**config.mk**
```make
export PLATFORM = sky130hd
export DESIGN_NAME = rbd_front
export DESIGN_NICKNAME = d
export VERILOG_FILES = /design/src/rtl/core/rbd_pkg.sv /design/src/rtl/core/rbd_front.sv
export SDC_FILE = /design/constraint.sdc
export NUM_CORES = 1
export LEC_CHECK = 0
export ABC_AREA = 1
export BUFFER_PORTS_ARGS = -buffer_cell sky130_fd_sc_hd__buf_2
export CORE_ASPECT_RATIO = 1.75
export CORE_MARGIN = 4
export CORE_UTILIZATION = 30
export DETAILED_ROUTE_END_ITERATION = 10
export GPL_ROUTABILITY_DRIVEN = 0
export PLACE_DENSITY = 0.56
export SETUP_SLACK_MARGIN = 0.2
export SLEW_MARGIN = 30
export SYNTH_ARGS = -nofsm -noshare
export SYNTH_HDL_FRONTEND = slang
export SYNTH_SLANG_ARGS = --single-unit
export TNS_END_PERCENT = 100
```
**constraint.sdc**
```tcl
create_clock -name clk -period 9.7 [get_ports clk]
set_input_delay 1.94 -clock clk [delete_from_list [all_inputs] [get_ports clk]]
set_output_delay 1.94 -clock clk [all_outputs]
set_load 0.005 [all_outputs]
```
**src/rtl/core/rbd_pkg.sv**
```systemverilog
// ----------------------------------------------------------------------------
// rbd_pkg
// Shared types and constants of the 2x2 box-filter RGBA mip downsampler.
// ----------------------------------------------------------------------------
package rbd_pkg;

	localparam int PIX_W          = 8;
	localparam int CHAN_SUM_W     = 10;
	localparam int SIZE_W         = 13;
	localparam int ROW_W          = 12;
	localparam int MIN_SIZE       = 2;
	localparam int HEIGHT_LIMIT   = 4096;
	localparam int SIZE_RESET     = 256;
	localparam int DEF_MAX_WIDTH  = 4096;
	localparam int APB_ADDR_W     = 3;
	localparam int APB_DATA_W     = 32;

	// register index, taken from paddr[2]
	typedef enum logic [0:0] {
		REG_SRC_WIDTH  = 1'b0,
		REG_SRC_HEIGHT = 1'b1
	} reg_idx_t;

	typedef struct packed {
		logic [PIX_W-1:0] in_red;
		logic [PIX_W-1:0] in_green;
		logic [PIX_W-1:0] in_blue;
		logic [PIX_W-1:0] in_alpha;
	} src_pixel_t;

	typedef struct packed {
		logic [PIX_W-1:0] out_red;
		logic [PIX_W-1:0] out_green;
		logic [PIX_W-1:0] out_blue;
		logic [PIX_W-1:0] out_alpha;
		logic             frame_end;
	} dst_pixel_t;

	typedef struct packed {
		logic [CHAN_SUM_W-1:0] red;
		logic [CHAN_SUM_W-1:0] green;
		logic [CHAN_SUM_W-1:0] blue;
		logic [CHAN_SUM_W-1:0] alpha;
	} pair_sum_t;

	// one request after the position stage
	typedef struct packed {
		logic      valid;
		logic      emit;       // odd column, odd row: produces an output pixel
		logic      store;      // odd column, even row: writes the line store
		logic      frame_end;
		pair_sum_t sums;
	} stage_t;

endpackage

```
**src/rtl/core/rbd_front.sv**
```systemverilog
// ----------------------------------------------------------------------------
// rbd_front
// Column/row tracking, held left pixel, horizontal pair sums and stage 1.
// ----------------------------------------------------------------------------
module rbd_front #(
	parameter int MAX_WIDTH = rbd_pkg::DEF_MAX_WIDTH,
	localparam int WX_W     = $clog2(MAX_WIDTH + 1),
	localparam int COL_W    = $clog2(MAX_WIDTH),
	localparam int ADDR_W   = $clog2(MAX_WIDTH / 2)
) (
	input  logic                        clk,
	input  logic                        arst_n,
	input  logic                        accept,
	input  logic                        leave,
	input  rbd_pkg::src_pixel_t         src_data,
	input  logic [WX_W-1:0]             width_eff,
	input  logic [rbd_pkg::SIZE_W-1:0]  height_eff,
	output rbd_pkg::stage_t             stage_s1,
	output logic [ADDR_W-1:0]           slot_s1,
	output logic                        rd_en,
	output logic [ADDR_W-1:0]           rd_addr
);

	logic [COL_W-1:0]           col_q;
	logic [rbd_pkg::ROW_W-1:0]  row_q;
	rbd_pkg::src_pixel_t        held_q;

	logic [WX_W-1:0]            col_cur;
	logic [WX_W-1:0]            col_inc;
	logic [WX_W-1:0]            slot_full;
	logic [WX_W-1:0]            last_col;
	logic [rbd_pkg::SIZE_W-1:0] row_cur;
	logic [rbd_pkg::SIZE_W-1:0] row_inc;
	logic [rbd_pkg::SIZE_W-1:0] last_row;
	logic [COL_W-1:0]           col_d;
	logic [rbd_pkg::ROW_W-1:0]  row_d;
	rbd_pkg::stage_t            stage_d;

	always_comb begin
		col_cur = WX_W'(col_q);
		row_cur = rbd_pkg::SIZE_W'(row_q);
		// wrap first if a size change left the counters past the end
		if (col_cur >= width_eff) begin
			col_cur = '0;
			row_cur = row_cur + 1'b1;
		end
		if (row_cur >= height_eff) begin
			row_cur = '0;
		end

		col_inc = col_cur + 1'b1;
		row_inc = row_cur + 1'b1;
		if (col_inc >= width_eff) begin
			col_d = '0;
			row_d = (row_inc >= height_eff) ? '0 : row_inc[rbd_pkg::ROW_W-1:0];
		end else begin
			col_d = col_inc[COL_W-1:0];
			row_d = row_cur[rbd_pkg::ROW_W-1:0];
		end

		slot_full = col_cur >> 1;
		last_col  = {width_eff[WX_W-1:1], 1'b0} - 1'b1;
		last_row  = {height_eff[rbd_pkg::SIZE_W-1:1], 1'b0} - 1'b1;

		stage_d.valid      = 1'b1;
		stage_d.emit       = col_cur[0] && row_cur[0];
		stage_d.store      = col_cur[0] && !row_cur[0];
		stage_d.frame_end  = (col_cur == last_col) && (row_cur == last_row);
		stage_d.sums.red   = rbd_pkg::CHAN_SUM_W'(held_q.in_red)
		                   + rbd_pkg::CHAN_SUM_W'(src_data.in_red);
		stage_d.sums.green = rbd_pkg::CHAN_SUM_W'(held_q.in_green)
		                   + rbd_pkg::CHAN_SUM_W'(src_data.in_green);
		stage_d.sums.blue  = rbd_pkg::CHAN_SUM_W'(held_q.in_blue)
		                   + rbd_pkg::CHAN_SUM_W'(src_data.in_blue);
		stage_d.sums.alpha = rbd_pkg::CHAN_SUM_W'(held_q.in_alpha)
		                   + rbd_pkg::CHAN_SUM_W'(src_data.in_alpha);
	end

	// fetch the pair sums of the row above for the right pixel of an odd row
	assign rd_en   = accept && stage_d.emit;
	assign rd_addr = slot_full[ADDR_W-1:0];

	always_ff @(posedge clk or negedge arst_n) begin
		if (!arst_n) begin
			col_q  <= '0;
			row_q  <= '0;
			held_q <= '0;
		end else if (accept) begin
			col_q <= col_d;
			row_q <= row_d;
			if (!col_cur[0]) begin
				held_q <= src_data;
			end
		end
	end

	always_ff @(posedge clk or negedge arst_n) begin
		if (!arst_n) begin
			stage_s1 <= '0;
		end else if (accept) begin
			stage_s1 <= stage_d;
		end else if (leave) begin
			stage_s1.valid <= 1'b0;
		end
	end

	always_ff @(posedge clk) begin
		if (accept) begin
			slot_s1 <= slot_full[ADDR_W-1:0];
		end
	end

endmodule

```
# After elaboration in Yosys (flattened, before gate mapping)
# Cells that the tools add are included.
totals:
  wordCells: 46
  reg_bits: 111
  input_bits: 62
op_classes:
  n_lt_le_gt_ge: 4
  n_eq_ne: 2
  n_bitwise: 1
  n_reduce_logical: 7
  muxes: 8
  add_sub_neg: 9
ops:
  columns: ["op", "n"]
  rows:
  - ["12-bit 2-to-1 mux", 4]
  - ["13-bit >= comparator", 3]
  - ["8-bit by 8-bit adder with 9-bit output", 4]
  - ["13-bit by 1-bit adder with 13-bit output (second input constant)", 2]
  - ["13-bit 2-to-1 mux", 2]
  - ["13-bit by 1-bit subtractor with 13-bit output (second input constant)", 2]
  - ["12-bit by 1-bit adder with 13-bit output (second input constant)", 1]
  - ["12-bit by 13-bit == test with 1-bit output", 1]
  - ["13-bit == test", 1]
  - ["12-bit by 13-bit >= comparator with 1-bit output", 1]
  - ["1-bit logical AND", 4]
  - ["1-bit 2-to-1 mux", 2]
  - ["2-bit AND reduction", 1]
  - ["2-bit nonzero test", 1]
  - ["1-bit zero test", 1]
  - ["1-bit inverter", 1]

# Logic depth before layout (Yosys ltp)
depth:
  ltp_word: 8
  ltp_mapped: 43
  ltp_nobuf: 42

# Least setup slack after synthesis
# No wires, ideal clock.
synth_timing:
  kind: "input port to flip-flop"
  from: "in width_eff[8]"
  to: "reg row_q[5] in the netlist's numbering"
  required_ns: 9.613
  arrival_time_ns: 6.787
  path_stages: 40
  setup_slack_ns: 2.827
  path_buffers: 1
  setup_ns: 0.087
  path_cell_list: "inv_1 ha_1 nand2_1 inv_2 nand2_1 nand2_1 nand3_1 nand3_4 buf_2 o21ai_0 inv_1 ha_1 nand2_1 nor2_1 nand3b_1 nor2_1 nor2_1 nand2_1 (+4 left out) nand4_2 nor2_2 inv_2 nor2_2 nand2_1 and2_1 ha_1 nand2_1 inv_1 o21ai_0 nand2_1 a21oi_1 nand3_1 nor2_1 inv_1 nor2_1 inv_1 o211ai_1"
synth_between:
  elab_chain_len: 8
  word_cells_on_any_way: 11
  cone_classes: "2 x add/sub; 4 x order compare; 5 x mux"
synth_rtl:
  columns: ["element", "line_no", "source"]
  rows:
  - ["start, declared", "rbd_front.sv:16", "input logic [WX_W-1:0] width_eff,"]
  - ["12-bit by 13-bit >= comparator with 1-bit output", "rbd_front.sv:43", "if (col_cur >= width_eff) begin"]
  - ["13-bit 2-to-1 mux", "rbd_front.sv:43", null]
  - ["13-bit >= comparator", "rbd_front.sv:47", "if (row_cur >= height_eff) begin"]
  - ["13-bit 2-to-1 mux", "rbd_front.sv:47", null]
  - ["13-bit by 1-bit adder with 13-bit output", "rbd_front.sv:52", "row_inc = row_cur + 1'b1;"]
  - ["13-bit >= comparator", "rbd_front.sv:55", "row_d = (row_inc >= height_eff) ? '0 : row_inc[rbd_pkg::ROW_W-1:0];"]
  - ["12-bit 2-to-1 mux", "rbd_front.sv:55", null]
  - ["12-bit 2-to-1 mux *", "rbd_front.sv:53", "if (col_inc >= width_eff) begin"]
  - ["end signal, assigned", "rbd_front.sv:90", "row_q <= row_d;"]
  - ["end, declared", "rbd_front.sv:25", "logic [rbd_pkg::ROW_W-1:0] row_q;"]
# Mark *: on every way between the ends. The rest lies on a longest branch, timed or not.
# A chain may end at the register's enable or synchronous reset.

# Worst setup path in the final report
# Same ends and word-level chain as after synthesis.

==> run metrics <==
outcome completed; Ant. Diodes 0; Die W around 130 µm; wire per inst about 16 µm; Hold Path Origin stage_s1[10]; routed wire length 25500 µm; DR iter-0 viols 287; Max Cap Violations 0; r2r setup slk roughly 3000 ps; final period utilization 0.833; Final Hold Vio Count 0; slowest CP cell nand3_4; Final Util 0.349; Critical Path Source width_eff[8]; Ys Warns 0; synth unique cells 49; IO buf count 124; highest clock rate 124 MHz; vias in the first global route between 7000 and 8000; final setup fails 0; CP Launch Type primary input; vias per cell around 4.7; CTS Buffer Depth 2; commonest non-fill, non-tap cell in the layout nand2_1; antenna viol nets, final 0; asr flop ratio synth 0.897; TritonCTS buffer count 9; Post-CTS Setup Inserts 0; #FFs+latches synth 107; crit path to row_q[5]; Die Ht about 230 µm; Post-synth EDFFs 11; Initial Util 0.303; dpl ws about 1300 ps; pin count of the biggest net entering global routing between 70 and 80; die area slightly above 30000 µm²; RR Endpoint row_q[5]; Seq/Total Area, Yosys 0.324; TritonCTS clock tree yes; RSZ-0062 raised after global routing no; total negative slack 0 ps; commonest cells after routing, fill and taps aside nand2_1, inv_1, buf_2, dfrtp_1, ha_1; cells after synthesis between 1000 and 1500; post-route insts no fill around 1600; residual DRC count 0; worst-path maximum fanout 26; Final WS setup about 1600 ps; crit path capture type flip-flop; Rows 81; DRT Pass-1 Iters 5; Synth Area per Inst ~8 µm²; share of cells above drive strength 1 0.192; overall routing resource usage 0.165; most common cell type on the critical path nand2_1; P_leak between 5 and 6 nW; CTS resizes 0; H-tree levels 3; DR vias 7484; Final Slew Violations 0; layout overhead on the synthesized area 15.2%; VDD IR max 0.0969 mV; clk root buf clkbuf_16; I/O Pins 129; total core area approximately 28000 µm²; fin crit period a little over 8000 ps; worst reg2reg startpoint col_q[8]; Clk pin slew, worst setup/hold paths approximately 80 ps; Crit Path Category in2reg; Hold Crit Class reg2reg; WP data arrival 8350 ps; FF-to-FF path depth 38; Final Total Pwr 0.00204 W; max incr delay on CP approximately 440 ps; Placed Cells between 1500 and 2000; DP HPWL ~20000 µm; Slew headroom 0.478; final net count approximately 1400; # clock sinks ~110; first-pass GRT wire length 39900 µm; Mapped Area between 8000 and 9000 µm²; Top FF cell, synth dfrtp_1; CTS Hold Bufs 0; Tightest Pin Transition slightly below 800 ps; Worst EP required around 10000 ps; pwr dens approximately 210 nW/µm²; Final Skew between 15 and 20 ps; grt total ovfl 0; insertion delay to the later sink of the worst-skew pair between 300 and 400 ps; initial antenna violation count 0
-- worst min path at each step --
stage | to | cells after the start
4_1_cts | stage_s1[10] | 2
5_1_grt | stage_s1[30] | 2
3_3_place_gp | stage_s1[30] | 2
6_report | stage_s1[10] | 2
3_5_place_dp | stage_s1[10] | 2
2_1_floorplan | stage_s1[0] | 2
-- state kept, by name (all words and copies together), names as in the netlist --
name      flops
col_q        12
stage_s1     40
slot_s1      11
row_q        12
held_q       32
-- where the power goes --
group	switching [W]	total, W	internal [W]	leakage [nW]
clock	0.000183	0.000361	0.000179	0.129
sequential	0.0000994	0.000698	0.000598	1.29
combinational	0.000594	0.000981	0.000388	3.62
-- cells in the mapped netlist (5+ instances only) --
library cell  instances  area share
a21oi_1              46       0.027
and2_1                7      0.0052
buf_2                 5      0.0030
clkbuf_1             12      0.0053
dfrtp_1              96        0.28
edfxtp_1             11       0.039
ha_1                 88        0.13
inv_1               150       0.067
inv_2                10      0.0044
mux2_2               28       0.037
nand2_1             245        0.11
nand2_2              14       0.010
nand3_1              52       0.031
nand4_1              16       0.012
nor2_1               82       0.036
nor2_2               10      0.0074
nor2_4               14       0.019
nor3_1               17       0.010
o21ai_0              51       0.030
o21ai_1               6      0.0036
o22ai_1               7      0.0052
o31ai_1              12       0.011
xnor2_1               6      0.0062
xor2_1               48       0.050
-- cells by family after synthesis --
group           synth area share
mux                       0.0374
buf+inv                   0.0872
simple gates               0.260
other cells             0.000444
flops                      0.324
compound gates            0.0934
xor+xnor                  0.0580
fa+ha+maj                  0.140
-- per-stage QoR --
step	area, µm²	hold WS (ps)
final	9720	469
after global routing	9720	502
after floorplan	8450	465
after detailed placement	9440	454
after global placement	9440	453
after CTS	9720	474
-- layer usage --
layer  part of all wire  GRT usage  wire [µm]
met1               0.35      0.154       8830
met2               0.54      0.315      13800
met3              0.036     0.0250        919
met4              0.075      0.120       1920
met5                  0          0          0
-- final cells by class --
type	count	area [µm²]
fillers	2908	18100
inverters	161	604
well taps	373	467
clock buffers	11	233
flip-flops and latches	107	2730
clock inverters	5	48.8
repair buffers	128	657
multi-input cells	795	4980
-- critical path: cells and delay by family --
kind	cells	cell delay, ps
fa+ha+maj	4	1050
buf+inv	9	900
compound gates	4	790
simple gates	23	3640
No activity file was read; power rests on OpenSTA's default activity.
