[src/rtl/core/rbd_pkg.sv]
// ----------------------------------------------------------------------------
// rbd_pkg
// Shared types and constants of the 2x2 box-filter RGBA mip downsampler.
// ----------------------------------------------------------------------------
package rbd_pkg;

	localparam int PIX_W          = 8;
	localparam int CHAN_SUM_W     = 10;
	localparam int SIZE_W         = 13;
	localparam int ROW_W          = 12;
	localparam int MIN_SIZE       = 2;
	localparam int HEIGHT_LIMIT   = 4096;
	localparam int SIZE_RESET     = 256;
	localparam int DEF_MAX_WIDTH  = 4096;
	localparam int APB_ADDR_W     = 3;
	localparam int APB_DATA_W     = 32;

	// register index, taken from paddr[2]
	typedef enum logic [0:0] {
		REG_SRC_WIDTH  = 1'b0,
		REG_SRC_HEIGHT = 1'b1
	} reg_idx_t;

	typedef struct packed {
		logic [PIX_W-1:0] in_red;
		logic [PIX_W-1:0] in_green;
		logic [PIX_W-1:0] in_blue;
		logic [PIX_W-1:0] in_alpha;
	} src_pixel_t;

	typedef struct packed {
		logic [PIX_W-1:0] out_red;
		logic [PIX_W-1:0] out_green;
		logic [PIX_W-1:0] out_blue;
		logic [PIX_W-1:0] out_alpha;
		logic             frame_end;
	} dst_pixel_t;

	typedef struct packed {
		logic [CHAN_SUM_W-1:0] red;
		logic [CHAN_SUM_W-1:0] green;
		logic [CHAN_SUM_W-1:0] blue;
		logic [CHAN_SUM_W-1:0] alpha;
	} pair_sum_t;

	// one request after the position stage
	typedef struct packed {
		logic      valid;
		logic      emit;       // odd column, odd row: produces an output pixel
		logic      store;      // odd column, even row: writes the line store
		logic      frame_end;
		pair_sum_t sums;
	} stage_t;

endpackage

[src/rtl/core/rbd_cfg.sv]
// ----------------------------------------------------------------------------
// rbd_cfg
// APB register file for the source size, with clamping to the legal range.
// ----------------------------------------------------------------------------
module rbd_cfg #(
	parameter int MAX_WIDTH = rbd_pkg::DEF_MAX_WIDTH,
	localparam int WX_W     = $clog2(MAX_WIDTH + 1)
) (
	input  logic                            clk,
	input  logic                            arst_n,
	input  logic                            psel,
	input  logic                            penable,
	input  logic                            pwrite,
	input  logic [rbd_pkg::APB_ADDR_W-1:0]  paddr,
	input  logic [rbd_pkg::APB_DATA_W-1:0]  pwdata,
	output logic [rbd_pkg::APB_DATA_W-1:0]  prdata,
	output logic                            pready,
	output logic [WX_W-1:0]                 width_eff,
	output logic [rbd_pkg::SIZE_W-1:0]      height_eff
);

	logic [rbd_pkg::SIZE_W-1:0] width_q;
	logic [rbd_pkg::SIZE_W-1:0] height_q;
	rbd_pkg::reg_idx_t          idx;
	logic                       wr;

	assign pready = 1'b1;
	assign idx    = rbd_pkg::reg_idx_t'(paddr[2]);
	assign wr     = psel && penable && pwrite;

	always_ff @(posedge clk or negedge arst_n) begin
		if (!arst_n) begin
			width_q  <= rbd_pkg::SIZE_W'(rbd_pkg::SIZE_RESET);
			height_q <= rbd_pkg::SIZE_W'(rbd_pkg::SIZE_RESET);
		end else if (wr) begin
			unique case (idx)
				rbd_pkg::REG_SRC_WIDTH:  width_q  <= pwdata[rbd_pkg::SIZE_W-1:0];
				rbd_pkg::REG_SRC_HEIGHT: height_q <= pwdata[rbd_pkg::SIZE_W-1:0];
			endcase
		end
	end

	always_comb begin
		unique case (idx)
			rbd_pkg::REG_SRC_WIDTH:  prdata = rbd_pkg::APB_DATA_W'(width_q);
			rbd_pkg::REG_SRC_HEIGHT: prdata = rbd_pkg::APB_DATA_W'(height_q);
		endcase
	end

	always_comb begin
		if (32'(width_q) < rbd_pkg::MIN_SIZE) begin
			width_eff = WX_W'(rbd_pkg::MIN_SIZE);
		end else if (32'(width_q) > MAX_WIDTH) begin
			width_eff = WX_W'(MAX_WIDTH);
		end else begin
			width_eff = WX_W'(width_q);
		end
	end

	always_comb begin
		if (32'(height_q) < rbd_pkg::MIN_SIZE) begin
			height_eff = rbd_pkg::SIZE_W'(rbd_pkg::MIN_SIZE);
		end else if (32'(height_q) > rbd_pkg::HEIGHT_LIMIT) begin
			height_eff = rbd_pkg::SIZE_W'(rbd_pkg::HEIGHT_LIMIT);
		end else begin
			height_eff = height_q;
		end
	end

endmodule

[config.mk]
export PLATFORM = sky130hd
export DESIGN_NAME = rbd_cfg
export DESIGN_NICKNAME = d
export VERILOG_FILES = /design/src/rtl/core/rbd_pkg.sv /design/src/rtl/core/rbd_cfg.sv
export SDC_FILE = /design/constraint.sdc
export NUM_CORES = 1
export LEC_CHECK = 0
export BUFFER_PORTS_ARGS = -buffer_cell sky130_fd_sc_hd__buf_2
export CAP_MARGIN = 10
export CORE_MARGIN = 8
export CORE_UTILIZATION = 33
export CTS_CLUSTER_SIZE = 8
export DETAILED_ROUTE_END_ITERATION = 16
export GPL_ROUTABILITY_DRIVEN = 0
export HOLD_SLACK_MARGIN = 0.05
export PLACE_DENSITY = 0.7
export SLEW_MARGIN = 20
export SYNTH_ARGS = -nofsm -noshare
export SYNTH_HDL_FRONTEND = slang
export SYNTH_SLANG_ARGS = --single-unit
[constraint.sdc]
create_clock -name clk -period 1.41 [get_ports clk]
set_input_delay 0.141 -clock clk [delete_from_list [all_inputs] [get_ports clk]]
set_output_delay 0.141 -clock clk [all_outputs]
set_load 0.02 [all_outputs]
# Yosys cells after proc, flatten, opt, wreduce, memory -nomap -nowiden
# Index checks and enable logic that the tools add are counted.
# Widths: inputs -> output; s select.
# totals
output_inout_bits	59
regBits	26
wordCells	16
in_bits	40
# op_classes
muxes	5
order_cmp	4
n_reduce_logical	4
bitwise	1
# ops
cell	n
$pmux 32 s2	1
$mux 13	4
$gt 13x13->1 const B	2
$lt 13x2->1 const B	2
$reduce_and 2->1	2
$logic_and 1x1->1	2
$not 1->1	1

# Logic depth before layout (Yosys ltp)
# Gate-level depths: netlist of run 1.
# logic_depth
word_depth	3
ltp_mapped	4
ltp_nobuf	4

# Worst setup path after synthesis of run 1
# Ideal clock, no wire load.
# synth_path
path_type	reg2out
from	register width_q[1] (netlist name)
to	output port width_eff[2]
slack_ps	67
path_stages_with_launch	5
required_time_ps	1269
path_buffers	0
t_arrival_ps	1202
path_cell_list	dfrtp_1 nor4_1 nand4_1 o21ai_2 and2_1
# synth_between
elab_chain_cells	3
word_cells_on_any_way	4
classes_between	order compare: 2; mux: 2
# synth_rtl
item	line_no	text
start, declared	rbd_cfg.sv:22	logic [rbd_pkg::SIZE_W-1:0] width_q;
start signal, assigned	rbd_cfg.sv:33	width_q <= rbd_pkg::SIZE_W'(rbd_pkg::SIZE_RESET);
start signal, assigned	rbd_cfg.sv:37	rbd_pkg::REG_SRC_WIDTH: width_q <= pwdata[rbd_pkg::SIZE_W-1:0];
$gt 13x13->1	rbd_cfg.sv:53	end else if (32'(width_q) > MAX_WIDTH) begin
$mux 13	rbd_cfg.sv:53	
$mux 13 *	rbd_cfg.sv:51	if (32'(width_q) < rbd_pkg::MIN_SIZE) begin
end, declared	rbd_cfg.sv:18	output logic [WX_W-1:0] width_eff,
# Every way passes the cells marked *; elsewhere a longest branch is shown, timed or not.

# Final worst setup path of run 1
# layout_path
from	register width_q[1] (netlist name)
to	output port width_eff[0]
# Same word-level chain as after synthesis.

==> results.md, run 1 <==
* Status: finished with violations
* Failing checks: negative setup slack
* Number of global-route vias before repair at 1344
* Detailed placement HPWL at 3350 um
* First-pass GRT wire length at 6720 um
* Post-synthesis register bit count at 26
* Worst-path fanout max at 2
* I/O pin cnt at 99
* Period minus WS final at 1.85 ns
* Slowest cell on the critical path: dfrtp_1
* Hold Fails Final Rpt at 0
* Worst-path cell chain: nor4_2, nand4_1, buf_4, and3b_2, buf_6
* P_sw at 1.23 mW
* Worst path max stage delay at 0.42 ns
* Initial DRT Pass Iterations at 4
* Proportion of layout cells with a drive suffix above 1 at 0.664
* GRT overflow at 0
* Clock share of power at 0.181
* Post-Route M1 WL at 1740 um
* Syn Area/Cell at 11.8 um2
* Die span in x at 85.4 um
* Slew HR at 0.614
* Starting Density at 0.338
* CP Capture Point: width_eff[0]
* CTS tree: yes
* Routed vias/inst at 4.52
* DRC violations left at 0
* Drt total wl at 4490 um
* Crit Path Class: reg2out
* Crit path capture type: output port
* Util after Layout at 0.481
* TritonCTS Buffers at 3
* Synth area leaders: dfrtp_1 (38%), mux2_2 (20%), buf_4 (9.9%), mux2_4 (9.5%), nor2b_1 (5.9%)
* Hold wc startpoint: pwdata[3]
* Startpoint types: flop
* Worst-margin pin slew at 0.579 ns
* Clk Latency, worst-skew pair at 0.27 ns
* Hold slack at 0.112 ns
* Die area at 0.00729 mm2
* Sw frac at 0.362
* Cell Area, Synth at 0.00159 mm2
* Register-to-Register Path Depth at 3
* Leak pwr at 1.17 nW
* Synthesis Warnings at 0
* Clk pin slew, worst setup/hold paths at 0.09 ns
* Clk sinks at 26
* Post-Syn Instances at 134
* R2R Setup Slk at 0.41 ns
* Final WS setup at -0.442 ns
* Largest net degree at the start of global routing at 27
* Pint at 2.16 mW
* Part of the cycle the worst path needs at 1.31
* Layout Nets at 258
* Reg power frac at 0.315
* Area leader, netlist: dfrtp_1
* Library cells used by synthesis at 24
* Avg WL per Cell at 16.6 um
* Max IR drop VDD at 0.000614 V
* Final setup viols at 10
* Worst R2R End: height_q[5]$_DFFE_PN0P_
* P per Cell Area at 1500 mW/mm2
* Worst Setup SP: width_q[1]$_DFFE_PN0P_
* Met2 Wirelength at 2340 um
* Antenna violations before repair at 0
* Commonest cells after routing, fill and taps aside: buf_2 (45), buf_4 (28), mux2_2 (26)
* Port Buffers at 57
* Via Count at 1226
* FP Rows at 25
* Most common cell after layout, fill and taps aside: buf_2
* Final ANT Viol Nets at 0
* Root Driver: clkbuf_8
* MaxCap Viol Count at 0
* Worst Path Required at 1.27 ns
* FF-to-FF Start: height_q[5]$_DFFE_PN0P_
* Chip Height at 85.4 um
* Initial DRC count at 70
* Clock Path Buffers at 2
* RSZ-0062 raised after global routing: true
* Top routing layer used: met4
* Metal3 WL at 357 um
* CP arrival at 1.71 ns
* Min-delay worst type: in2reg
* Max Clock Skew at 0 ns
* Number of H-tree levels at 1
* Max Freq at 0.540 GHz
* Tot GR Track Use at 0.118
* Max Transition Viols Final at 0
* Number of antenna diodes at 0
* Share of the synthesized area in the top cell type at 0.378
* Sequential area share after synthesis at 0.411
* Core area at 0.00469 mm2
* Area Overhead vs Synth at 42.2%
* Comb pwr share at 0.504
==> through the flow <==
step / cells / worst slack (ns) / total power, mW / cell area (um2) / TNS, ns
floorplan: 152 / 0.0675 / 1.95 / 1660 / 0
global placement: 259 / -0.132 / 2.51 / 1990 / -0.539
detailed placement: 259 / -0.129 / 2.53 / 1990 / -0.672
CTS: 267 / -0.417 / 3.26 / 2150 / -3.13
global route: 271 / -0.493 / 3.55 / 2260 / -3.86
finish: 271 / -0.442 / 3.39 / 2260 / -3.29
==> area by class of cell <==
| cell class | instances | area, um2 |
|---|---|---|
| repair buffers | 89 | 608 |
| clock inverters | 1 | 30.0 |
| flip-flops and latches | 26 | 656 |
| clock buffers | 3 | 41.3 |
| multi-input cells | 96 | 847 |
| inverters | 2 | 7.51 |
| well taps | 54 | 67.6 |
| fillers | 419 | 2430 |
==> synthesized netlist by cell type, drive strengths merged <==
library cell / count
dfrtp: 24
nand2: 1
dfstp: 2
a21oi: 2
mux2: 38
buf: 24
nand4b: 1
nor2b: 15
nand3: 1
and3b: 2
nor3: 2
nand4: 2
inv: 2
o21ai: 2
nor4: 3
nor2: 2
clkbuf: 4
conb: 2
and2: 5
==> cells by family after synthesis <==
| kind of cell | after synthesis | synth area share |
|---|---|---|
| AO/OA/AOI/OAI | 4 | 0.0150 |
| buffers and inverters | 30 | 0.131 |
| flip-flops | 26 | 0.411 |
| multiplexers | 38 | 0.293 |
| other | 2 | 0.00473 |
| AND/OR/NAND/NOR | 34 | 0.145 |
==> how the worst min path moves through the flow <==
stage | to | slack, ns | cells after the start
6_report | width_q[3]$_DFFE_PN0P_ | 0.11 | 2
2_1_floorplan | height_q[0]$_DFFE_PN0P_ | -0.15 | 0
5_1_grt | height_q[1]$_DFFE_PN0P_ | 0.10 | 2
3_3_place_gp | width_q[5]$_DFFE_PN0P_ | 0.17 | 1
3_5_place_dp | height_q[9]$_DFFE_PN0P_ | 0.17 | 1
4_1_cts | height_q[1]$_DFFE_PN0P_ | 0.11 | 2
==> worst max-delay path, delay by kind of cell, from the launching register on <==
kind	cells	cell delay, ns
buffers and inverters	2	0.33
and+or+nand+nor	3	0.69
DFF	1	0.42
==> power by group through the flow <==
| stage | logic (mW) | registers (mW) | clock network [mW] |
|---|---|---|---|
| 2_1_floorplan | 0.910 | 1.04 | 0 |
| 3_3_place_gp | 1.45 | 1.06 | 0 |
| 3_5_place_dp | 1.46 | 1.07 | 0 |
| 4_1_cts | 1.58 | 1.06 | 0.624 |
| 5_1_grt | 1.82 | 1.09 | 0.648 |
| 6_report | 1.71 | 1.07 | 0.612 |
==> flip-flops by register name, indices dropped and copies added (netlist names) <==
register	flops
height_q	13
width_q	13
==> what timing repair did <==
item                                    4_1_cts  5_1_grt
endpoints found under the setup margin       16       15
endpoints found under the hold margin        24        0
gates resized for setup                      20       19
buffers inserted                              3        6
pin swaps                                     7        4
hold buffers                                  1        0
gates cloned                                  0        0
==> layer usage <==
metal  vias to the layer above  track usage
li1                        581            -
met1                       597        0.118
met2                        42        0.216
met3                         6       0.0405
met4                         0       0.0494
met5                         -            0
(Power assumes the default switching activity.)
==> run 2: changes to the inputs <==
ABC_AREA = 1   (was not set)
MAX_ROUTING_LAYER = met4   (was not set)
SETUP_SLACK_MARGIN = 0.4   (was not set)
==> results.md, run 2 <==
* Hold Path End: width_q[0]$_DFFE_PN0P_
* Max Freq at 0.592 GHz
* GRT overflow at 0
* Cell Area, Synth at 0.00167 mm2
* Clock share of power at 0.141
* Worst-path fanout max at 5
* Hold Fails Final Rpt at 0
* Chip Height at 87.1 um
* Commonest cells after routing, fill and taps aside: buf_6 (49), nand2_1 (39), o21ai_0 (22)
* Clock Path Buffers at 2
* Most common cell after layout, fill and taps aside: buf_6
* Worst Hold Depth at 3
* Avg WL per Cell at 14.0 um
* Initial DRC count at 159
* Port Buffers at 57
* Sw frac at 0.409
* Worst Path Required at 1.27 ns
* Post-synthesis register bit count at 26
* Tot GR Track Use at 0.141
* I/O pin cnt at 99
* Max Clock Skew at 0 ns
* Period minus WS final at 1.69 ns
* Placed cell count at 357
* Max Transition Viols Final at 0
* Area leader, netlist: dfrtp_1
* Proportion of layout cells with a drive suffix above 1 at 0.557
* Detailed placement HPWL at 3770 um
* Ys flop type: dfrtp_1
* Reg power frac at 0.291
* Library cells used by synthesis at 23
* Root Driver: clkbuf_8
* Startpoint types: flop
* Clk pin slew, worst setup/hold paths at 0.10 ns
* Hold wc startpoint: pwdata[0]
* Antenna violations before repair at 0
* Tot Pwr at 3.53 mW
* RSZ-0062 raised after global routing: true
* First-pass GRT wire length at 8270 um
* Crit Path Class: reg2out
* Leak pwr at 1.39 nW
* Final ANT Viol Nets at 0
* Synth area leaders: dfrtp_1 (36%), nand2_1 (13%), o21ai_0 (10%), buf_4 (9.9%), inv_1 (6.1%)
* Pint at 2.09 mW
* CP arrival at 1.55 ns
* Layout Nets at 348
* FP Rows at 26
* Number of antenna diodes at 0
* Post-Syn Instances at 224
* Slowest cell on the critical path: dfrtp_1
* Comb pwr share at 0.568
* Failing checks: negative setup slack
* Clk sinks at 26
* FF-to-FF Start: width_q[7]$_DFFE_PN0P_
* Worst-path cell chain: nor2_1, nand2_1, nor2_4, nand2_4, a21oi_2, buf_4
* Worst R2R End: width_q[7]$_DFFE_PN0P_
* Max IR drop VDD at 0.000488 V
* Min-delay worst type: in2reg
* Regs by FF count: height_q x13, width_q x13
* Area Overhead vs Synth at 63.3%
* Worst path max stage delay at 0.40 ns
* Syn Area/Cell at 7.45 um2
* P per Cell Area at 1300 mW/mm2
* TritonCTS Buffers at 3
* Worst Setup SP: width_q[5]$_DFFE_PN0P_
* Initial DRT Pass Iterations at 6
* Largest net degree at the start of global routing at 27
* CTS tree: yes
* Core area at 0.00498 mm2
* Die span in x at 87.1 um
* Routed vias/inst at 4.45
* Number of global-route vias before repair at 1691
* Final setup viols at 23
* Most common cell in the netlist: nand2_1
* P_sw at 1.45 mW
* Sequential area share after synthesis at 0.392
* Post-synth ARST share at 1.00
* Register-to-Register Path Depth at 5
* Final Instance Count excl. Fillers at 377
* Clk Latency, worst-skew pair at 0.27 ns
* Final WS setup at -0.279 ns
* Crit path capture type: output port
* Via Count at 1679
* Die area at 0.00758 mm2
* Status: finished with violations
* Number of H-tree levels at 1
* Starting Density at 0.335
* R2R Setup Slk at 0.43 ns
* EDFF count, synth at 0
* Worst-margin pin slew at 0.584 ns
* DRC violations left at 0
* Part of the cycle the worst path needs at 1.20
* Slew HR at 0.611
* Share of the synthesized area in the top cell type at 0.360
* Synthesis Warnings at 0
* Drt total wl at 5270 um
* Post-synth top cells: nand2_1 (56), o21ai_0 (34), inv_1 (27)
* MaxCap Viol Count at 0
* # fillers at 451
## run 2: cell types whose count changed after synthesis, moves of 13 or more
cell     change
nor2b_1     -15
nand2_1     +55
o21ai_0     +33
nor2_1      +13
inv_1       +25
mux2_2      -28
## run 2: area by class of cell
cell class	count	area, um2	share of cell area
clock buffer	4	55.1	0.0202
inverter	28	118	0.0432
multi-input combinational	159	981	0.360
sequential	26	658	0.242
tap	70	87.6	0.0322
timing repair buffer	90	825	0.303
## run 2: per-stage QoR
stage / utilization / setup TNS [ns] / setup slack [ns] / instance area, um2 / hold slack (ns)
after global routing: 0.547 / -6.88 / -0.338 / 2720 / 0.124
final: 0.547 / -5.01 / -0.279 / 2720 / 0.115
after detailed placement: 0.428 / 0 / 0.0202 / 2130 / 0.177
after CTS: 0.530 / -4.79 / -0.247 / 2640 / 0.115
after floorplan: - / 0 / 0.177 / 1850 / -0.155
after global placement: 0.428 / 0 / 0.0421 / 2130 / 0.168
## run 2: repair_timing
action,CTS,global route
hold buffers,1,0
cloned,3,0
pin swaps,25,9
endpoints found under the hold margin,24,0
setup endpoints to repair,39,39
gates resized for setup,122,21
setup buffers,10,2
## run 2: worst max path at each step
stage | endpoint | cells past startpoint
after floorplan | height_eff[10] | 5
after global placement | width_eff[1] | 8
after detailed placement | width_eff[1] | 8
after CTS | width_eff[10] | 6
after global routing | width_eff[10] | 6
final | width_eff[10] | 6
## run 2: power groups by stage
stage          logic, mW  clock network, mW  registers (mW)
2_1_floorplan      0.942                  0            1.01
3_3_place_gp        1.37                  0            1.01
3_5_place_dp        1.39                  0            1.02
4_1_cts             1.92              0.493            1.02
5_1_grt             2.15              0.537            1.05
6_report            2.01              0.497            1.03
## run 2: critical path, delay by kind of cell (launching register included)
family	cells	cell delay (ns)
AO/OA/AOI/OAI	1	0.16
buffers and inverters	1	0.16
flip-flops	1	0.40
AND/OR/NAND/NOR	4	0.54
## run 2: cells by family after synthesis
group | after synthesis | synth area share
other | 2 | 0.00450
AO/OA/AOI/OAI | 55 | 0.187
flip-flops | 26 | 0.392
AND/OR/NAND/NOR | 82 | 0.215
buffers and inverters | 59 | 0.202
## run 2: metal layers
| layer | GRT usage | up-vias | routed length [um] |
|---|---|---|---|
| met4 | 0.0297 | 0 | 63 |
| met5 | - | - | 0 |
| li1 | - | 826 | - |
| met3 | 0.0302 | 8 | 378 |
| met1 | 0.163 | 789 | 2160 |
| met2 | 0.246 | 56 | 2670 |
