File: src/rtl/core/rbd_pkg.sv
// ----------------------------------------------------------------------------
// rbd_pkg
// Shared types and constants of the 2x2 box-filter RGBA mip downsampler.
// ----------------------------------------------------------------------------
package rbd_pkg;

	localparam int PIX_W          = 8;
	localparam int CHAN_SUM_W     = 10;
	localparam int SIZE_W         = 13;
	localparam int ROW_W          = 12;
	localparam int MIN_SIZE       = 2;
	localparam int HEIGHT_LIMIT   = 4096;
	localparam int SIZE_RESET     = 256;
	localparam int DEF_MAX_WIDTH  = 4096;
	localparam int APB_ADDR_W     = 3;
	localparam int APB_DATA_W     = 32;

	// register index, taken from paddr[2]
	typedef enum logic [0:0] {
		REG_SRC_WIDTH  = 1'b0,
		REG_SRC_HEIGHT = 1'b1
	} reg_idx_t;

	typedef struct packed {
		logic [PIX_W-1:0] in_red;
		logic [PIX_W-1:0] in_green;
		logic [PIX_W-1:0] in_blue;
		logic [PIX_W-1:0] in_alpha;
	} src_pixel_t;

	typedef struct packed {
		logic [PIX_W-1:0] out_red;
		logic [PIX_W-1:0] out_green;
		logic [PIX_W-1:0] out_blue;
		logic [PIX_W-1:0] out_alpha;
		logic             frame_end;
	} dst_pixel_t;

	typedef struct packed {
		logic [CHAN_SUM_W-1:0] red;
		logic [CHAN_SUM_W-1:0] green;
		logic [CHAN_SUM_W-1:0] blue;
		logic [CHAN_SUM_W-1:0] alpha;
	} pair_sum_t;

	// one request after the position stage
	typedef struct packed {
		logic      valid;
		logic      emit;       // odd column, odd row: produces an output pixel
		logic      store;      // odd column, even row: writes the line store
		logic      frame_end;
		pair_sum_t sums;
	} stage_t;

endpackage

File: src/rtl/core/rbd_back.sv
// ----------------------------------------------------------------------------
// rbd_back
// Vertical add with the line store, divide by four and the output register.
// ----------------------------------------------------------------------------
module rbd_back (
	input  logic                clk,
	input  logic                arst_n,
	input  rbd_pkg::stage_t     stage_s1,
	input  rbd_pkg::pair_sum_t  above,
	input  logic                dst_stall,
	output logic                dst_valid,
	output rbd_pkg::dst_pixel_t dst_data,
	output logic                leave,
	output logic                wr_en
);

	localparam int TOTAL_W = rbd_pkg::CHAN_SUM_W + 1;

	logic                dst_valid_q;
	rbd_pkg::dst_pixel_t dst_data_q;
	rbd_pkg::dst_pixel_t avg;
	logic [TOTAL_W-1:0]  tot_red;
	logic [TOTAL_W-1:0]  tot_green;
	logic [TOTAL_W-1:0]  tot_blue;
	logic [TOTAL_W-1:0]  tot_alpha;

	// a non-emitting request retires at once; an emitting one needs a free output slot
	assign leave = stage_s1.valid && (!stage_s1.emit || !dst_valid_q || !dst_stall);
	assign wr_en = leave && stage_s1.store;

	always_comb begin
		tot_red   = TOTAL_W'(stage_s1.sums.red)   + TOTAL_W'(above.red);
		tot_green = TOTAL_W'(stage_s1.sums.green) + TOTAL_W'(above.green);
		tot_blue  = TOTAL_W'(stage_s1.sums.blue)  + TOTAL_W'(above.blue);
		tot_alpha = TOTAL_W'(stage_s1.sums.alpha) + TOTAL_W'(above.alpha);
		avg.out_red   = tot_red[TOTAL_W-2:2];
		avg.out_green = tot_green[TOTAL_W-2:2];
		avg.out_blue  = tot_blue[TOTAL_W-2:2];
		avg.out_alpha = tot_alpha[TOTAL_W-2:2];
		avg.frame_end = stage_s1.frame_end;
	end

	always_ff @(posedge clk or negedge arst_n) begin
		if (!arst_n) begin
			dst_valid_q <= 1'b0;
		end else if (leave && stage_s1.emit) begin
			dst_valid_q <= 1'b1;
		end else if (!dst_stall) begin
			dst_valid_q <= 1'b0;
		end
	end

	always_ff @(posedge clk) begin
		if (leave && stage_s1.emit) begin
			dst_data_q <= avg;
		end
	end

	assign dst_valid = dst_valid_q;
	assign dst_data  = dst_data_q;

endmodule

File: config.mk
export PLATFORM = sky130hd
export DESIGN_NAME = rbd_back
export DESIGN_NICKNAME = d
export VERILOG_FILES = /design/src/rtl/core/rbd_pkg.sv /design/src/rtl/core/rbd_back.sv
export SDC_FILE = /design/constraint.sdc
export NUM_CORES = 1
export LEC_CHECK = 0
export ABC_CLOCK_PERIOD_IN_PS = 2500
export BUFFER_PORTS_ARGS = -buffer_cell sky130_fd_sc_hd__buf_2
export CORE_MARGIN = 2
export CORE_UTILIZATION = 48
export CTS_CLUSTER_SIZE = 16
export DETAILED_ROUTE_END_ITERATION = 12
export PLACE_DENSITY = 0.85
export SETUP_SLACK_MARGIN = 0.2
export SLEW_MARGIN = 20
export SYNTH_ARGS = -nofsm -noshare
export SYNTH_HDL_FRONTEND = slang
export SYNTH_SLANG_ARGS = --single-unit
export TNS_END_PERCENT = 100
File: constraint.sdc
create_clock -name clk -period 2.5 [get_ports clk]
set_input_delay 0.375 -clock clk [delete_from_list [all_inputs] [get_ports clk]]
set_output_delay 0.375 -clock clk [all_outputs]
set_load 0.01 [all_outputs]
# Word level (Yosys, flattened, before mapping)
# Cells that the tools add are included.
[word_totals]
register_bits = 34
latch_bits = 0
ram_bits = 0
romBits = 0
in_bits = 87
wordCells = 21
mem_count = 0
[classes]
addsub = 4
n_mul = 0
n_div = 0
order_cmp = 0
eq_ne = 1
shifts = 0
n_mux = 2
bitwise_logic = 0
reduce_logical = 8
[op_table]
columns = ["cell", "count"]
rows = [
  ["10-bit adder", 4],
  ["1-bit logical AND", 3],
  ["1-bit logical NOT", 3],
  ["1-bit logical OR", 2],
  ["1-bit two-way mux", 2],
  ["2-bit by 1-bit != test with 1-bit output (second input constant)", 1],
]

# Depth between registers and ports, before layout
# Gate-level depths: netlist of run 1.
[depth]
depth_word = 6
depth_mapped = 6

# Least setup slack after synthesis of run 1
# No wires, ideal clock.
[synth_path]
kind = "input port to flip-flop"
startpoint = "input stage_s1[13] in the netlist's numbering"
endpoint = "register dst_data_q (netlist bit dst_data[14]) (data pin)"
t_arrival_ns = 1.772
path_slack_ns = 0.467
cell_stages = 5
n_path_buf = 0
path_cell_list = "ha_1 > or3_4 > o2111a_2 > or2_4 > a311o_1"
[synth_via]
elab_chain_len = 1
[synth_lines]
columns = ["element", "line", "source"]
rows = [
  ["start: declaration", "rbd_back.sv:8", "input rbd_pkg::stage_t stage_s1,"],
  ["10-bit adder", "rbd_back.sv:34", "tot_blue = TOTAL_W'(stage_s1.sums.blue) + TOTAL_W'(above.blue);"],
  ["via tot_blue[7]", "rbd_back.sv:24", "logic [TOTAL_W-1:0] tot_blue;"],
  ["end signal: assignment", "rbd_back.sv:55", "dst_data_q <= avg;"],
  ["end: declaration", "rbd_back.sv:20", "rbd_pkg::dst_pixel_t dst_data_q;"],
]
# The timed path passes the listed nets, and every way through them passes these cells.
# A chain may end at the register's enable or synchronous reset.

# Final worst setup path of run 1
[layout_path]
startpoint = "input stage_s1[16] in the netlist's numbering"
endpoint = "register dst_data_q (netlist bit dst_data[16]) (data pin)"
# The elaborated chain is that of the path after synthesis.

==> results.md, run 1 <==
* Fmax at between 500 and 600 MHz
* Max_cap viols at 0
* CP required at around 2.5 ns
* Post-CTS sizing at 0
* TritonCTS clock tree: yes
* Worst R2R Start: dst_valid
* Share of layout cells above drive strength 1 at 0.367
* Die footprint at approximately 6200 um2
* Number of global-route vias before repair at approximately 2,200
* Ant diodes at 0
* Top-area cell type share of the netlist area at 0.371
* Asr flop ratio synth at 0.0294
* CP Launch Type: primary input
* Sequential area share after synthesis at 0.381
* Commonest non-fill, non-tap cell in the layout: buf_2
* Max rail drop VDD at approximately 0.2 mV
* 1st-iter DRT viols at between 50 and 60
* Core area at between 5000 and 6000 um2
* Synth cell types at 41
* TritonCTS buffer count at 5
* H-tree levels at 2
* Post-DRT Antenna Nets at 0
* Worst-Margin Slew at between 0.6 and 0.7 ns
* Row count at 27
* Setup TNS at 0 ns
* Worst hold start: stage_s1[40]
* Wire length per cell at roughly 13 um
* Setup CP Type: in -> reg
* Nets at 497
* Vias at about 2,400
* Status: complete, no violations
* First-pass GRT wire length at about 9400 um
* Setup WS pre-CTS at 0.282 ns
* Clk Latency, worst-skew pair at 0.27 ns
* I/O Pins at around 120
* Rel. slew slack at 0.548
* Synth warn at 0
* Initial antenna violation count at 1
* Dpl hpwl at 4800 um
* CTS root buf: clkbuf_8
* Cell Pwr Density at around 480 nW/um2
* DRC at 0
* Syn avg cell area at between 10 and 15 um2
* Post-Syn Area at about 2700 um2
* Chip height at about 79 um
* Post-layout power at approximately 1700 uW
* Synthesis-to-layout area growth at 29.7%
* CP arrival at 1.93 ns
* Die width at just under 80 um
* Tcrit/Tclk final at 0.772
* Worst setup EP type: flip-flop
* IO buf count at ~120
* Commonest cells after routing, fill and taps aside: 122 x buf_2, 33 x edfxtp_1, 32 x ha_1, 16 x nor2_1, 16 x xnor2_1
* Final Cell Area at between 3000 and 4000 um2
* Leak at 0.00159 uW
* Hold/Removal Path Class: in -> reg
* Clock-pin slew on the worst setup and hold paths at 0.07 ns
* Post-Syn Nets at around 370
* Final Wtd Congestion at between 0.8 and 0.9
* # setup viols final at 0
* Clock tree sinks at 34
* CP Launch Point: stage_s1[16]
* Setup ws final at approximately 0.57 ns
* Initial Util at 0.491
* Via density at ~5.4
* Total gr overflow at 0
* Syn Inst Count at between 200 and 250
* Leading area contributor after synthesis: edfxtp_1
* Worst Clk Skew at approximately 0.0047 ns
* Period minus WS final at 1.93 ns
* DR pass1 iterations at 4
* R2R setup slack at 0.98 ns
* RSZ-0062 raised after global routing: no
* DRT Wirelength at ~5800 um
* Post-CTS setup repair buffer count at 0
* Post-layout util at 0.636
* Area post-placement at ~3400 um2
* Critical path peak fanout at 7
* Top cells by area, synth: edfxtp_1 37%, ha_1 15%, xnor2_1 5.3%
* Post-synth EDFFs at 33
* Filler cell count at 450
* Top_reg_cell synth: edfxtp_1
* Final Max Tran Viols at 0
* Global-route usage over all layers at 0.188
* Largest net degree at the start of global routing at 35
* Flops & latches, synth at 34
* Final hold vios at 0
* CTS Buffer Depth at 2
timing repair:
item / 4_1_cts / 5_1_grt
endpoints found under the setup margin: 0 / 0
hold buffers: 1 / 0
hold endpoints to repair: 1 / 0
cells by family (layout without fill, tap and decap cells):
logic type	count (synthesis)	count (layout)	share of synthesized area
buffers and inverters	7	137	0.00985
DFF	34	34	0.381
xor gates and xnor gates	24	24	0.0788
adders and majority gates	32	32	0.150
muxes	6	6	0.0225
and+or+nand+nor	91	91	0.188
AOI/OAI and AO/OA	55	55	0.170
where the power goes:
group	leakage [uW]	switching [uW]	internal [uW]	total (uW)
combinational	0.00123	291	275	566
sequential	0.000321	9.94	701	711
clock	0.0000426	189	191	380
stage by stage:
stage               hold slack, ns  cells
floorplan                   0.0794    249
global placement             0.152    442
detailed placement           0.156    442
CTS                          0.258    451
global route                 0.263    451
finish                       0.269    451
layout make-up:
| cell class | instances | area [um2] | share of cell area |
|---|---|---|---|
| Timing Repair Buffer | 124 | 628 | 0.181 |
| Clock buffer | 6 | 72.6 | 0.0210 |
| Clock inverter | 2 | 8.76 | 0.00253 |
| Multi-Input combinational cell | 208 | 1630 | 0.470 |
| Tap cell | 72 | 90.1 | 0.0260 |
| Sequential cell | 34 | 1020 | 0.294 |
| Inverter | 5 | 18.8 | 0.00542 |
registers in the layout (all words and copies together) (netlist names):
register   count
dst_data      33
dst_valid      1
worst paths after layout:
check | to | depth (start not counted)
worst max-delay path | dst_data[16] | 6
worst min-delay path | dst_data[0] | 1
worst max register to register | dst_data[2] | 3
worst min register to register | dst_valid | 1
max in group asynchronous | dst_valid | 2
min in group asynchronous | dst_valid | 2
synthesized netlist by cell type (2+ instances only):
cell type,count
ha_1,32
o2111a_1,2
a311o_1,4
a211oi_1,4
a2111oi_2,2
nor2b_1,5
or2_4,2
a21oi_1,7
and3_1,6
xnor2_1,16
edfxtp_1,33
xor2_1,8
or3_1,8
nand2_1,10
a21o_1,5
a221oi_1,5
nor3_1,14
a21boi_0,2
a2111o_1,4
o2111a_2,2
or2_2,2
clkbuf_1,2
nand3_1,4
o211ai_1,3
mux2i_1,6
a311oi_1,2
or4_1,2
or3_4,2
and2_1,12
o31ai_1,2
nor2_1,16
inv_1,5
o21a_1,4
o311ai_0,2
nand2b_1,5
o21ai_0,4
metal layers:
layer,share of wire,track usage,up-vias
met5,0.0017,0,-
met4,0.011,0.0632,2
met3,0.067,0.0368,9
met2,0.52,0.360,81
met1,0.40,0.206,1099
li1,-,-,1237
critical path: stages:
cell and delay, ns:
buf_2 0.10, ha_1 0.38, a21o_1 0.24, a2111o_1 0.41
o311ai_0 0.31, a311oi_1 0.11
No activity file was read; power rests on OpenSTA's default activity.
==> run 2: changes to the inputs <==
ABC_CLOCK_PERIOD_IN_PS = 2000   (was 2500)
clock period = 2 ns   (was 2.5 ns; I/O delays follow)
==> results.md, run 2 (synthesis gave the netlist of run 1 again) <==
* IO buf count at 122 (unchanged)
* Post-DRT Antenna Nets at 0 (unchanged)
* Fmax at around 570 MHz
* # setup viols final at 0 (unchanged)
* Via density at 5.44 (was 5.38)
* CP required at 2.03 ns (was 2.50 ns)
* DR pass1 iterations at 4 (unchanged)
* Initial antenna violation count at 0 (was 1)
* Placed cell count at 455 (was 442)
* H-tree levels at 2 (unchanged)
* Global-route usage over all layers at 0.217 (was 0.188)
* Filler cell count at 446 (was 450)
* Worst setup EP type: flip-flop (unchanged)
* Leak at 0.00166 uW (was 0.00159 uW)
* Nets at 510 (was 497)
* Vias at 2,524 (was 2,428)
* Commonest non-fill, non-tap cell in the layout: buf_2 (unchanged)
* Ant diodes at 0 (unchanged)
* CP arrival at 1.78 ns (was 1.93 ns)
* Worst setup path end: dst_data[14] (was dst_data[16])
* Clock Power Share at 0.224 (was 0.229)
* Initial Util at 0.491 (unchanged)
* CP Launch Point: stage_s1[11] (was stage_s1[16])
* Critical path peak fanout at 3 (was 7)
* Total gr overflow at 0 (unchanged)
* Combinational Power Share at 0.359 (was 0.342)
* First-pass GRT wire length at 10,700 um (was 9360 um)
* Cell Pwr Density at 586 nW/um2 (was 479 nW/um2)
* TritonCTS clock tree: yes (unchanged)
* TritonCTS buffer count at 5 (unchanged)
* Wire length per cell at 14.1 um (was 12.9 um)
* Die footprint at 6170 um2 (unchanged)
* Post-route insts no fill at 464 (was 451)
* DRT Wirelength at 6560 um (was 5800 um)
* Share of layout cells above drive strength 1 at 0.403 (was 0.367)
* Clock-pin slew on the worst setup and hold paths at 0.07 ns (about the same)
* Worst Clk Skew at 0.00202 ns (was 0.00472 ns)
* Status: complete, no violations (unchanged)
* Synthesis-to-layout area growth at 36.6% (was 29.7%)
* R2R cell count at 3 (unchanged)
* Clk Latency, worst-skew pair at 0.28 ns (was 0.27 ns)
* Int Power at 1490 uW (was 1170 uW)
* R2R setup slack at 0.62 ns (was 0.98 ns)
* Worst R2R Start: dst_valid (unchanged)
* Slowest stage cell, crit path: or3_4 (was a2111o_1)
* Clock tree sinks at 34 (unchanged)
* Commonest cells after routing, fill and taps aside: 122 x buf_2, 33 x edfxtp_1, 26 x ha_1, 16 x nor2_1, 16 x xnor2_1 (was 122 x buf_2, 33 x edfxtp_1, 32 x ha_1, 16 x nor2_1, 16 x xnor2_1)
* Post-CTS Hold Fix Bufs at 1 (unchanged)
* Number of global-route vias before repair at 2,492 (was 2,227)
* Worst-Margin Slew at 0.441 ns (was 0.676 ns)
* Core area at 5440 um2 (unchanged)
* I/O Pins at 123 (unchanged)
* Row count at 27 (unchanged)
* Final Wtd Congestion at 0.825 (was 0.862)
* Rel. slew slack at 0.705 (was 0.548)
* RSZ-0062 raised after global routing: no (unchanged)
* CTS Buffer Depth at 2 (unchanged)
* DRC at 0 (unchanged)
* Final hold vios at 0 (unchanged)
* CP Launch Type: primary input (unchanged)
* Number of flip-flops in the largest register at 33 (unchanged)
* Die width at 78.6 um (unchanged)
* 1st-iter DRT viols at 127 (was 56)
* Largest net degree at the start of global routing at 35 (unchanged)
* Final Max Tran Viols at 0 (unchanged)
* Sequence of cells on the critical path: buf_2, ha_4, or3_4, o2111a_2, or2_4, a311o_1 (was buf_2, ha_1, a21o_1, a2111o_1, o311ai_0, a311oi_1)
* Post-CTS setup repair buffer count at 0 (unchanged)
* Hold/Removal Path Class: in -> reg (unchanged)
* CTS root buf: clkbuf_8 (unchanged)
* Tcrit/Tclk final at 0.876
* P_sw at 645 uW (was 490 uW)
* Period minus WS final at 1.75 ns
* Slowest stage delay, CP at 0.38 ns (was 0.41 ns)
* Max rail drop VDD at 0.334 mV (was 0.199 mV)
* Flop pwr share at 0.417 (was 0.429)
* Max_cap viols at 0 (unchanged)
* Worst r2r dst: dst_data[16] (was dst_data[2])
* Post-CTS sizing at 0 (unchanged)
* Dpl hpwl at 5440 um (was 4800 um)
* Sw frac at 0.302 (was 0.296)
* Post-layout util at 0.670 (was 0.636)
* Chip height at 78.6 um (unchanged)
* Setup CP Type: in -> reg (unchanged)
run 2: per-stage QoR:
stage	setup TNS [ns]	area (um2)	total power [uW]	setup slack [ns]	hold WS (ns)
2_1_floorplan	0	2750	1390	0.143	0.00441
3_3_place_gp	-0.0134	3560	1630	-0.00671	0.0753
3_5_place_dp	-0.0775	3560	1670	-0.0436	0.0792
4_1_cts	0	3650	2150	0.257	0.181
5_1_grt	0	3650	2270	0.200	0.186
6_report	0	3650	2140	0.248	0.191
run 2: worst min-delay path by stage:
stage	start	end	slack, ns	depth (start not counted)
detailed placement	arst_n	dst_valid	0.08	1
global route	stage_s1[40]	dst_data[0]	0.19	1
floorplan	arst_n	dst_valid	0.004	0
global placement	arst_n	dst_valid	0.08	1
finish	stage_s1[40]	dst_data[0]	0.19	1
CTS	stage_s1[40]	dst_data[0]	0.18	1
run 2: power by group through the flow:
stage	clock (uW)	sequential [uW]	combinational (uW)
3_5_place_dp	0	905	765
6_report	478	890	767
5_1_grt	518	893	854
3_3_place_gp	0	904	731
4_1_cts	495	891	769
2_1_floorplan	0	936	454
run 2: worst max-delay path: cells and delay by family:
family | cells | cell delay (ns)
adder cells (fa/ha/maj) | 1 | 0.17
AO/OA/AOI/OAI | 2 | 0.56
AND/OR/NAND/NOR | 2 | 0.64
buffers and inverters | 1 | 0.11
run 2: layer usage:
metal	vias to the layer above	wire length, um	track usage
li1	1260	-	-
met3	6	396	0.0506
met1	1177	2630	0.242
met2	81	3480	0.409
met4	0	57	0.0561
met5	-	0	0
run 2: final cells by class:
| cell class | instances | area [um2] | share of cell area |
|---|---|---|---|
| clock buffers | 5 | 68.8 | 0.0189 |
| clock inverters | 3 | 11.3 | 0.00309 |
| inverters | 5 | 18.8 | 0.00515 |
| multi-input cells | 208 | 1700 | 0.467 |
| flip-flops and latches | 34 | 1020 | 0.279 |
| well taps | 72 | 90.1 | 0.0247 |
| repair buffers | 137 | 738 | 0.202 |
==> run 3: changes to the inputs <==
ABC_AREA = 1   (was not set)
CORE_UTILIZATION = 49   (was 48)
==> results.md, run 3 <==
* Synth Area in Adders at 0.137 (was 0.150)
* DRC at 0 (unchanged)
* Worst setup EP type: output port (was flip-flop)
* Number of global-route vias before repair at 2,591 (was 2,492)
* Chip height at 81.2 um (was 78.6 um)
* Status: complete, no violations (unchanged)
* RSZ-0062 raised after global routing: no (unchanged)
* Placed cell count at 589 (was 455)
* Syn Inst Count at 391 (was 249)
* Fmax at 684 MHz (was 571 MHz)
* Global-route usage over all layers at 0.192 (was 0.217)
* Top-area cell type share of the netlist area at 0.340 (was 0.371)
* Ant diodes at 0 (unchanged)
* CTS root buf: clkbuf_8 (unchanged)
* Asr flop ratio synth at 0.0294 (unchanged)
* Tcrit/Tclk final at 0.731 (was 0.876)
* Hold/Removal Path Class: in -> reg (unchanged)
* Total gr overflow at 0 (unchanged)
* Top_reg_cell synth: edfxtp_1 (unchanged)
* Worst setup path end: leave (was dst_data[14])
* DR pass1 iterations at 4 (unchanged)
* Post-Syn Area at 2920 um2 (was 2670 um2)
* Post-CTS Hold Fix Bufs at 1 (unchanged)
* Top-count cell post-synth: nand2_1 (was edfxtp_1)
* Simple-gate share of the synthesized area at 0.298 (was 0.188)
* Top cells by area, synth: edfxtp_1 34%, nand2_1 19%, ha_1 14% (was edfxtp_1 37%, ha_1 15%, xnor2_1 5.3%)
* Post-CTS sizing at 0 (unchanged)
* Post-route insts no fill at 598 (was 464)
* Initial Util at 0.499 (was 0.491)
* R2R setup slack at 0.65 ns (was 0.62 ns)
* Flops & latches, synth at 34 (unchanged)
* Largest net degree at the start of global routing at 34 (was 35)
* DRT Wirelength at 6380 um (was 6560 um)
* CP Launch Point: dst_valid (was stage_s1[11])
* Critical path peak fanout at 2 (was 3)
* Vias at 2,886 (was 2,524)
* Final Max Tran Viols at 0 (unchanged)
* Max_cap viols at 0 (unchanged)
* Core area at 5850 um2 (was 5440 um2)
* Xor-xnor portion of the synthesized cell area at 0.0480 (was 0.0788)
* Die footprint at 6590 um2 (was 6170 um2)
* IO buf count at 122 (unchanged)
* Final Wtd Congestion at 0.872 (was 0.825)
* Setup TNS at 0 ns (unchanged)
* Post-DRT Antenna Nets at 0 (unchanged)
* TritonCTS clock tree: yes (unchanged)
* Period minus WS final at 1.46 ns (was 1.75 ns)
* Final hold vios at 0 (unchanged)
* Clock tree sinks at 34 (unchanged)
* Dpl hpwl at 5460 um (was 5440 um)
* Synthesis-to-layout area growth at 28.3% (was 36.6%)
* Cell Pwr Density at 567 nW/um2 (was 586 nW/um2)
* Clk Latency, worst-skew pair at 0.27 ns (was 0.28 ns)
* Leading area contributor after synthesis: edfxtp_1 (unchanged)
* Max rail drop VDD at 0.255 mV (was 0.334 mV)
* Sequential area share after synthesis at 0.348 (was 0.381)
* Synth cell types at 18 (was 41)
* Worst r2r dst: dst_data[8] (was dst_data[16])
* 1st-iter DRT viols at 140 (was 127)
* Synth warn at 0 (unchanged)
* Initial antenna violation count at 0 (unchanged)
* Compound-gate portion of the synthesized area at 0.0806 (was 0.170)
* Post-Syn Nets at 510 (was 368)
* TritonCTS buffer count at 5 (unchanged)
* CTS Buffer Depth at 2 (unchanged)
* Post-synthesis mux area share at 0 (was 0.0225)
* Largest family of logic cells by synthesized area: simple AND/OR/NAND/NOR gates (unchanged)
* Via density at 4.83 (was 5.44)
* Row count at 28 (was 27)
* Die width at 81.2 um (was 78.6 um)
* Leak at 0.00215 uW (was 0.00166 uW)
* Worst-Margin Slew at 0.276 ns (was 0.441 ns)
* Commonest cells after routing, fill and taps aside: 151 x nand2_1, 122 x buf_2, 67 x inv_1, 33 x edfxtp_1, 32 x ha_1 (was 122 x buf_2, 33 x edfxtp_1, 26 x ha_1, 16 x nor2_1, 16 x xnor2_1)
* Post-layout util at 0.640 (was 0.670)
* CP arrival at 1.16 ns (was 1.78 ns)
* I/O Pins at 123 (unchanged)
* Share of layout cells above drive strength 1 at 0.277 (was 0.403)
* Final Cell Area at 3740 um2 (was 3650 um2)
* R2R cell count at 6 (was 3)
* Worst Clk Skew at 0.00566 ns (was 0.00202 ns)
* Rel. slew slack at 0.814 (was 0.705)
* # setup viols final at 0 (unchanged)
* Post-synth EDFFs at 33 (unchanged)
* Setup CP Type: reg -> out (was in -> reg)
* Wire length per cell at 10.7 um (was 14.1 um)
* Syn avg cell area at 7.46 um2 (was 10.7 um2)
* Post-CTS setup repair buffer count at 0 (unchanged)
* H-tree levels at 2 (unchanged)
* CP required at 1.70 ns (was 2.03 ns)
* Area post-placement at 3640 um2 (was 3560 um2)
* Worst R2R Start: dst_valid (unchanged)
* Commonest non-fill, non-tap cell in the layout: nand2_1 (was buf_2)
* Nets at 641 (was 510)
* Clock-pin slew on the worst setup and hold paths at 0.07 ns (about the same)
* Number of flip-flops in the largest register at 33 (unchanged)
* First-pass GRT wire length at 10,200 um (was 10,700 um)
* Post-synth top cells: 151 x nand2_1, 67 x inv_1, 33 x edfxtp_1, 32 x ha_1, 24 x nand3_1 (was 33 x edfxtp_1, 32 x ha_1, 16 x nor2_1, 16 x xnor2_1, 14 x nor3_1)
* CP Launch Type: flip-flop (was primary input)
## run 3: power by group
group | internal (uW) | switching (uW)
Sequential | 868 | 12.5
Clock | 281 | 224
Combinational | 311 | 426
## run 3: logic make-up after synthesis
family | after synthesis
buffers and inverters | 68
flip-flops | 34
adder cells (fa/ha/maj) | 32
AND/OR/NAND/NOR | 212
AO/OA/AOI/OAI | 29
XOR/XNOR | 16
## run 3: layer usage
layer,track usage,wire [um]
met1,0.221,2610
met2,0.364,3380
met3,0.0300,333
met4,0.0542,59
met5,0,0
## run 3: worst max-delay path, stage by stage (launching register included)
cell and delay [ns]:
dfrtp_1 0.33, nand2_1 0.06, o21ai_0 0.25, inv_1 0.10, buf_2 0.15
## run 3: final cells by class
type / instances / area [um2]
clock buffer: 8 / 90.1
multi-input combinational: 289 / 1650
timing repair buffer: 124 / 641
sequential: 34 / 1020
inverter: 68 / 255
fill: 510 / 2110
tap: 75 / 93.8
## run 3: worst min-delay path by stage
| stage | start | end | slack, ns | depth (start not counted) |
|---|---|---|---|---|
| floorplan | arst_n | dst_valid | 0.004 | 0 |
| global placement | arst_n | dst_valid | 0.08 | 1 |
| detailed placement | arst_n | dst_valid | 0.08 | 1 |
| CTS | stage_s1[40] | dst_data[0] | 0.20 | 1 |
| global route | stage_s1[40] | dst_data[0] | 0.20 | 1 |
| finish | stage_s1[40] | dst_data[0] | 0.21 | 1 |
## run 3: per-stage QoR
step	total power [uW]	hold slack, ns	setup slack [ns]
detailed placement	1630	0.0767	0.381
global placement	1600	0.0760	0.436
CTS	2140	0.203	0.516
floorplan	1390	0.00441	0.201
finish	2120	0.213	0.538
global route	2270	0.203	0.420
